### src/sv/mlfr_pkg.sv
package mlfr_pkg;

    localparam logic [7:0] MAGIC_DATA = 8'hA5;
    localparam logic [7:0] MAGIC_CMD  = 8'hA6;
    localparam logic [7:0] MAGIC_RAW  = 8'hA7;
    localparam logic [7:0] PAIR_DATA  = 8'h5A;
    localparam logic [7:0] PAIR_CMD   = 8'h5B;
    localparam logic [7:0] PAIR_RAW   = 8'h7A;

    localparam logic [12:0] PAYLOAD_CAP = 13'd4096;

    localparam logic [12:0] MAX_PAYLOAD_RST   = 13'd1024;
    localparam logic [15:0] DISCARD_LIMIT_RST = 16'd4096;

    localparam logic [1:0] KIND_PAYLOAD    = 2'd0;
    localparam logic [1:0] KIND_EMPTY      = 2'd1;
    localparam logic [1:0] KIND_BAD_HEADER = 2'd2;
    localparam logic [1:0] KIND_BAD_LENGTH = 2'd3;

    localparam logic [1:0] TYPE_DATA = 2'd0;
    localparam logic [1:0] TYPE_CMD  = 2'd1;
    localparam logic [1:0] TYPE_RAW  = 2'd2;

    localparam logic REG_MAX_PAYLOAD   = 1'b0;
    localparam logic REG_DISCARD_LIMIT = 1'b1;

    typedef struct packed {
        logic [12:0] max_payload;
        logic [15:0] discard_limit;
    } mlfr_cfg_t;

    typedef struct packed {
        logic [1:0]  event_kind;
        logic [1:0]  frame_type;
        logic [7:0]  payload_byte;
        logic        last_byte;
        logic [15:0] payload_length;
    } mlfr_result_t;

    function automatic logic is_first(input logic [7:0] b);
        return (b == MAGIC_DATA) || (b == MAGIC_CMD) || (b == MAGIC_RAW);
    endfunction

    function automatic logic pair_ok(input logic [7:0] a, input logic [7:0] b);
        return ((a == MAGIC_DATA) && (b == PAIR_DATA)) ||
               ((a == MAGIC_CMD) && (b == PAIR_CMD)) ||
               ((a == MAGIC_RAW) && (b == PAIR_RAW));
    endfunction

    function automatic logic [1:0] type_of(input logic [7:0] m);
        logic [1:0] t;
        if (m == MAGIC_CMD)
        begin
            t = TYPE_CMD;
        end
        else if (m == MAGIC_RAW)
        begin
            t = TYPE_RAW;
        end
        else
        begin
            t = TYPE_DATA;
        end
        return t;
    endfunction

endpackage

### src/sv/mlfr_cfg_regs.sv
module mlfr_cfg_regs (
    input  logic                clk,
    input  logic                rst_n,
    input  logic                psel,
    input  logic                penable,
    input  logic                pwrite,
    input  logic [2:0]          paddr,
    input  logic [31:0]         pwdata,
    output logic [31:0]         prdata,
    output logic                pready,
    output mlfr_pkg::mlfr_cfg_t cfg
);
    import mlfr_pkg::*;

    logic [12:0] max_payload_reg;
    logic [15:0] discard_limit_reg;
    logic        wr_en;
    logic        reg_sel;

    assign pready  = 1'b1;
    assign wr_en   = psel && penable && pwrite;
    assign reg_sel = paddr[2];

    always_ff @(posedge clk or negedge rst_n)
    begin
        if (!rst_n)
        begin
            max_payload_reg   <= MAX_PAYLOAD_RST;
            discard_limit_reg <= DISCARD_LIMIT_RST;
        end
        else if (wr_en)
        begin
            unique case (reg_sel)
                REG_MAX_PAYLOAD:   max_payload_reg   <= pwdata[12:0];
                REG_DISCARD_LIMIT: discard_limit_reg <= pwdata[15:0];
                default:           max_payload_reg   <= max_payload_reg;
            endcase
        end
    end

    always_comb
    begin
        unique case (reg_sel)
            REG_MAX_PAYLOAD:   prdata = {19'd0, max_payload_reg};
            REG_DISCARD_LIMIT: prdata = {16'd0, discard_limit_reg};
            default:           prdata = '0;
        endcase
    end

    assign cfg.max_payload   = max_payload_reg;
    assign cfg.discard_limit = discard_limit_reg;

endmodule

### src/sv/mlfr_parser.sv
module mlfr_parser (
    input  logic                   clk,
    input  logic                   rst_n,
    input  logic                   step,
    input  logic [7:0]             rx_byte,
    input  mlfr_pkg::mlfr_cfg_t    cfg,
    output logic                   res_valid,
    output mlfr_pkg::mlfr_result_t res
);
    import mlfr_pkg::*;

    // header phases
    localparam logic [2:0] PH_HUNT     = 3'd0;
    localparam logic [2:0] PH_SECOND   = 3'd1;
    localparam logic [2:0] PH_LEN_LOW  = 3'd2;
    localparam logic [2:0] PH_LEN_HIGH = 3'd3;
    localparam logic [2:0] PH_PAYLOAD  = 3'd4;

    logic [2:0]  phase_reg, phase_next;
    logic [7:0]  first_magic_reg, first_magic_next;
    logic [7:0]  length_low_reg, length_low_next;
    logic [15:0] length_field_reg, length_field_next;
    logic [12:0] payload_rem_reg, payload_rem_next;
    logic [15:0] discard_rem_reg, discard_rem_next;

    logic [12:0] limit;
    logic [15:0] new_len;

    assign limit   = (cfg.max_payload > PAYLOAD_CAP) ? PAYLOAD_CAP : cfg.max_payload;
    assign new_len = {rx_byte, length_low_reg};

    always_comb
    begin
        phase_next        = phase_reg;
        first_magic_next  = first_magic_reg;
        length_low_next   = length_low_reg;
        length_field_next = length_field_reg;
        payload_rem_next  = payload_rem_reg;
        discard_rem_next  = discard_rem_reg;
        res_valid         = 1'b0;
        res.event_kind     = KIND_PAYLOAD;
        res.frame_type     = type_of(first_magic_reg);
        res.payload_byte   = 8'd0;
        res.last_byte      = 1'b0;
        res.payload_length = 16'd0;

        if (discard_rem_reg != 16'd0)
        begin
            discard_rem_next = discard_rem_reg - 16'd1;
        end
        else
        begin
            unique case (phase_reg)
                PH_SECOND:
                begin
                    if (!pair_ok(first_magic_reg, rx_byte))
                    begin
                        res_valid      = 1'b1;
                        res.event_kind = KIND_BAD_HEADER;
                        if (is_first(rx_byte))
                        begin
                            first_magic_next = rx_byte;
                            phase_next       = PH_SECOND;
                        end
                        else
                        begin
                            phase_next = PH_HUNT;
                        end
                    end
                    else
                    begin
                        phase_next = PH_LEN_LOW;
                    end
                end
                PH_LEN_LOW:
                begin
                    length_low_next = rx_byte;
                    phase_next      = PH_LEN_HIGH;
                end
                PH_LEN_HIGH:
                begin
                    length_field_next = new_len;
                    phase_next        = PH_HUNT;
                    if (new_len > {3'd0, limit})
                    begin
                        if (new_len <= cfg.discard_limit)
                        begin
                            discard_rem_next = new_len;
                        end
                        res_valid          = 1'b1;
                        res.event_kind     = KIND_BAD_LENGTH;
                        res.payload_length = new_len;
                    end
                    else if (new_len == 16'd0)
                    begin
                        res_valid      = 1'b1;
                        res.event_kind = KIND_EMPTY;
                        res.last_byte  = 1'b1;
                    end
                    else
                    begin
                        payload_rem_next = new_len[12:0];
                        phase_next       = PH_PAYLOAD;
                    end
                end
                PH_PAYLOAD:
                begin
                    res_valid          = 1'b1;
                    res.event_kind     = KIND_PAYLOAD;
                    res.payload_byte   = rx_byte;
                    res.payload_length = length_field_reg;
                    if (payload_rem_reg <= 13'd1)
                    begin
                        payload_rem_next = 13'd0;
                        phase_next       = PH_HUNT;
                        res.last_byte    = 1'b1;
                    end
                    else
                    begin
                        payload_rem_next = payload_rem_reg - 13'd1;
                    end
                end
                default:
                begin
                    // hunt, unused codes included
                    phase_next = PH_HUNT;
                    if (is_first(rx_byte))
                    begin
                        first_magic_next = rx_byte;
                        phase_next       = PH_SECOND;
                    end
                end
            endcase
        end
    end

    always_ff @(posedge clk or negedge rst_n)
    begin
        if (!rst_n)
        begin
            phase_reg        <= PH_HUNT;
            first_magic_reg  <= 8'd0;
            length_low_reg   <= 8'd0;
            length_field_reg <= 16'd0;
            payload_rem_reg  <= 13'd0;
            discard_rem_reg  <= 16'd0;
        end
        else if (step)
        begin
            phase_reg        <= phase_next;
            first_magic_reg  <= first_magic_next;
            length_low_reg   <= length_low_next;
            length_field_reg <= length_field_next;
            payload_rem_reg  <= payload_rem_next;
            discard_rem_reg  <= discard_rem_next;
        end
    end

endmodule

### src/sv/magic_length_frame_receiver_core.sv
// a result word is registered when the byte that causes it is accepted and appears in the next cycle
// throughput: one byte per cycle while in_ready is high; the output register is refilled while it is taken
// in_ready drops only while a result word waits and out_ready is low
// reset (rst_n low, asynchronous) returns to hunting for a first magic byte,
// clears the skip count and output, max_payload to 1024 and discard_limit to 4096
module magic_length_frame_receiver_core (
    input  logic        clk,
    input  logic        rst_n,
    input  logic        psel,
    input  logic        penable,
    input  logic        pwrite,
    input  logic [2:0]  paddr,
    input  logic [31:0] pwdata,
    output logic [31:0] prdata,
    output logic        pready,
    input  logic        in_valid,
    output logic        in_ready,
    input  logic [7:0]  rx_byte,
    output logic        out_valid,
    input  logic        out_ready,
    output logic [1:0]  event_kind,
    output logic [1:0]  frame_type,
    output logic [7:0]  payload_byte,
    output logic        last_byte,
    output logic [15:0] payload_length
);
    import mlfr_pkg::*;

    mlfr_cfg_t    cfg;
    mlfr_result_t res;
    mlfr_result_t out_reg;
    logic         res_valid;
    logic         out_valid_reg;
    logic         in_accept;

    assign in_ready  = !out_valid_reg || out_ready;
    assign in_accept = in_valid && in_ready;

    mlfr_cfg_regs u_cfg (
        .clk     (clk),
        .rst_n   (rst_n),
        .psel    (psel),
        .penable (penable),
        .pwrite  (pwrite),
        .paddr   (paddr),
        .pwdata  (pwdata),
        .prdata  (prdata),
        .pready  (pready),
        .cfg     (cfg)
    );

    mlfr_parser u_parser (
        .clk       (clk),
        .rst_n     (rst_n),
        .step      (in_accept),
        .rx_byte   (rx_byte),
        .cfg       (cfg),
        .res_valid (res_valid),
        .res       (res)
    );

    always_ff @(posedge clk or negedge rst_n)
    begin
        if (!rst_n)
        begin
            out_valid_reg <= 1'b0;
        end
        else if (in_accept)
        begin
            out_valid_reg <= res_valid;
        end
        else if (out_ready)
        begin
            out_valid_reg <= 1'b0;
        end
    end

    always_ff @(posedge clk or negedge rst_n)
    begin
        if (!rst_n)
        begin
            out_reg <= '0;
        end
        else if (in_accept && res_valid)
        begin
            out_reg <= res;
        end
    end

    assign out_valid      = out_valid_reg;
    assign event_kind     = out_reg.event_kind;
    assign frame_type     = out_reg.frame_type;
    assign payload_byte   = out_reg.payload_byte;
    assign last_byte      = out_reg.last_byte;
    assign payload_length = out_reg.payload_length;

endmodule

### config.mk
export PLATFORM = sky130hd
export DESIGN_NAME = magic_length_frame_receiver_core
export DESIGN_NICKNAME = d
export VERILOG_FILES = /design/src/sv/mlfr_pkg.sv /design/src/sv/mlfr_cfg_regs.sv /design/src/sv/mlfr_parser.sv /design/src/sv/magic_length_frame_receiver_core.sv
export SDC_FILE = /design/constraint.sdc
export NUM_CORES = 1
export LEC_CHECK = 0
export BUFFER_PORTS_ARGS = -buffer_cell sky130_fd_sc_hd__buf_2
export CORE_UTILIZATION = 30
export DETAILED_ROUTE_END_ITERATION = 12
export PLACE_DENSITY_LB_ADDON = 0.3
export SYNTH_ARGS = -nofsm -noshare
export SYNTH_HDL_FRONTEND = slang
export SYNTH_HIERARCHICAL = 1
export SYNTH_SLANG_ARGS = --single-unit
### constraint.sdc
create_clock -name clk -period 9.44 [get_ports clk]
set_input_delay 0 -clock clk [delete_from_list [all_inputs] [get_ports clk]]
set_output_delay 0 -clock clk [all_outputs]
set_load 0.005 [all_outputs]
==> results by group <==
Status
  – Status: finished, final reports clean

Finish
  – # nets final: roughly 860
  – Fin cells: 1105
  – Ant diodes: 0
  – Layout cells sized above 1: slightly below 30%
  – P&R area growth vs syn: 19.8%
  – Fill cell count: between 2000 and 2500

Power and ir drop
  – Internal: approximately 1.2 mW
  – Clock share of power: about 44%
  – Seq pwr share: approximately two fifths
  – Switching Fraction: a little over a quarter
  – Pwr dens: between 150 and 200 nW/um2
  – Pleak: just over 4 nW
  – Power share of the combinational group: roughly 17%
  – Net Switching: 0.447 mW
  – Worst VDD drop: 0.000108 V

Die
  – Top-Level Pins: around 110
  – Row cnt: 56
  – Die width: roughly 160 um
  – DIE HEIGHT: 157 um
  – Die area: 24800 um2
  – Initial core utilization: between 30% and 40%
  – Area of the core: about 24000 um2

Synthesis
  – Synth Flop Type: dfrtp_1
  – Post-Synthesis Cells: 684
  – Asr flop ratio synth: 100%
  – Post-synth cell types: just over 70
  – Post-synth top area cell: dfrtp_1
  – Sequential-to-total area share from yosys stat: a little over two fifths
  – #FFs+latches synth: 123
  – Syn_area_per_cell: 10.6 um2
  – EDFF count, synth: 0
  – Top cells by area, synth: dfrtp_1, mux2_2, mux2_4, ha_1, nor2_1
  – Mapped Area: 7240 um2
  – Yosys top cell area share: 41.8%
  – Synthesis Warnings: 6

Clock tree
  – Root Driver: clkbuf_16
  – Later-pin clock latency in the skew report: 0.42 ns
  – Post-CTS sizing: 0
  – Clock sinks: roughly 120
  – CTS tree: yes
  – Htree depth: 4
  – Clock tree buffer depth: 2
  – Clock transition at path regs: 0.06 ns
  – Post-CTS Setup Inserts: 0
  – Total CTS buffers: 17

Setup path
  – CP endpoint kind: register
  – Worst R2R Setup Slack: ~5.6 ns
  – Max FO, Critical Path: 29
  – Worst reg-to-reg path cell count: 12
  – WP data required: between 9 and 10 ns
  – Worst r2r dst: payload_length[5]
  – CP Class: register to register
  – Worst Path Arrival: between 4 and 5 ns
  – CP startpoint kind: register
  – Reg2reg start: u_cfg/max_payload_reg[12]

Global route
  – Total track usage: between 15 and 20%
  – Vias in the first global route: 5325
  – Largest net degree at the start of global routing: 65
  – Initial antenna violation count: 0
  – Gr ovfl total: 0
  – Global-route wire length before repair: 29.0 mm

STA
  – Tightest Pin Transition: roughly 1.1 ns
  – Final worst setup slack: around 5.6 ns
  – # setup viols final: 0
  – Fin. Hold Viols: 0
  – Max Freq: between 200 and 300 MHz
  – Tcrit/Tclk final: a little over 40%
  – Setup TNS: 0 ns
  – RSZ-0062 raised after global routing: no
  – Worst relative slew slack: a little over a quarter
  – Worst Clk Skew: approximately 0.01 ns
  – Max-slew violations: 0
  – Tmin final: ~4 ns

Detailed routing
  – Antenna-violating nets left: 0
  – Final wirelength: 18.0 mm
  – DRT iter0 DRCs: between 300 and 400
  – Routed vias/inst: roughly 5.0
  – DR WL/cell: roughly 16 um
  – Via count: roughly 5500
  – DR DRC count: 0
  – DR pass1 iterations: 5

Placement
  – Post-Place Worst Slack: 5.56 ns
  – HPWL Detailed: 12.4 mm
  – Placed cells: 1052
  – Port Buf Inserts: 78
  – RD Place Congestion: between 0.8 and 0.9

Min path
  – HP Class: input pin to register
  – WHS Endpoint: u_parser/length_field_reg[14]
  – Hold path startpoint: rx_byte[6]
  – Worst hold path depth: 2

Flow run
  – Max Cap Viol: 0
[synth_stat cells (9+ instances only)]
| cell type | number |
|---|---|
| o21ai_0 | 15 |
| mux2_4 | 31 |
| nor2_1 | 54 |
| inv_1 | 29 |
| nor3_1 | 20 |
| o21ai_1 | 23 |
| ha_1 | 32 |
| mux2_1 | 11 |
| and2_1 | 9 |
| clkbuf_1 | 19 |
| buf_4 | 18 |
| a22oi_1 | 19 |
| and3_1 | 12 |
| nor2b_1 | 11 |
| a21oi_1 | 27 |
| nand2_1 | 45 |
| nand3_1 | 10 |
| dfrtp_1 | 121 |
| nor4_1 | 13 |
| mux2_2 | 56 |
[layout make-up]
class	count	area, um2	share of cell area [%]
Multi-Input combinational cell	498	3800	43.7
Sequential cell	123	3080	35.5
Timing Repair Buffer	104	641	7.38
Clock buffer	20	467	5.38
Tap cell	319	399	4.60
Clock inverter	12	186	2.15
Inverter	29	109	1.25
[what timing repair did]
| action | CTS | global route |
|---|---|---|
| hold endpoints to repair | 89 | 0 |
| setup endpoints to repair | 0 | 0 |
| hold buffers | 21 | 0 |
[cells in the final DEF (no fill, tap or decap), drive strengths merged, types with 4 or more instances in the layout]
cell and instances:
a21oi 28, or3 5, nand4 9, clkbuf 20, and2 10, o21ai 38
nor2 54, bufinv 4, buf 83, nor2b 12, mux2 98, dlygate4sd3 21
a211oi 5, a32oi 7, mux2i 4, nor3 23, and3 12, a21o 4
dfrtp 121, nor4 15, a31oi 5, nand2 45, conb 17, nand3 10
or2 7, a22oi 19, inv 31, ha 32
[metal layers]
metal / routed length [um] / vias to the layer above / GRT usage, %
met4: 217 / 0 / 4.30
li1: - / 2628 / -
met2: 8010 / 142 / 23.6
met1: 8960 / 2716 / 21.5
met5: 0 / - / 0
met3: 853 / 19 / 3.47
[cell families (layout without fill, tap and decap cells)]
group                    Yosys count  after routing  share of synthesized area [%]
AND/OR/NAND/NOR                  217            217                           16.6
AO/OA/AOI/OAI                    130            130                           12.0
flip-flops                       123            123                           42.5
multiplexers                     102            102                           17.4
buffers and inverters             78            165                           5.82
adder cells (fa/ha/maj)           32             32                           5.53
other                              2             17                          0.104
[critical path, stage by stage, from the launching register on]
cell,delay [ns]
dfrtp_1,0.41
inv_1,0.30
nand2_1,0.10
ha_1,0.31
nand3_1,0.09
or2_1,0.26
a211oi_1,0.24
nor4_1,0.12
or2_2,0.37
a31oi_1,0.21
nand2_1,0.15
nor2b_4,0.76
mux2_2,0.42
[worst max-delay path by stage]
stage                                    to  cells after the start  slack (ns)                      start
after detailed placement  payload_length[5]                     12        5.56  u_cfg/max_payload_reg[12]
after floorplan             payload_byte[0]                     15        6.25  u_cfg/max_payload_reg[12]
final                     payload_length[5]                     12        5.55  u_cfg/max_payload_reg[12]
after global placement    payload_length[4]                     12        5.60  u_cfg/max_payload_reg[12]
after global routing        payload_byte[2]                     12        5.31  u_cfg/max_payload_reg[12]
after CTS                 payload_length[5]                     12        5.53  u_cfg/max_payload_reg[12]
[power groups by stage]
stage          registers (mW)  logic [mW]  clock network [mW]
2_1_floorplan           0.632       0.204                   0
3_3_place_gp            0.650       0.269                   0
3_5_place_dp            0.651       0.274                   0
5_1_grt                 0.652       0.315               0.750
4_1_cts                 0.641       0.282               0.730
6_report                0.642       0.280               0.714
[per-stage QoR]
stage               cell area (um2)  hold WS (ns)  utilization (%)  total power [mW]
floorplan                      7300        -0.296                -             0.837
global placement               7820         0.132             33.2             0.919
detailed placement             7820         0.140             33.2             0.924
CTS                            8680      0.000730             36.9              1.65
global route                   8680        0.0334             36.9              1.72
finish                         8680        0.0200             36.9              1.64
Note: power is estimated with default switching activity, not from simulation.
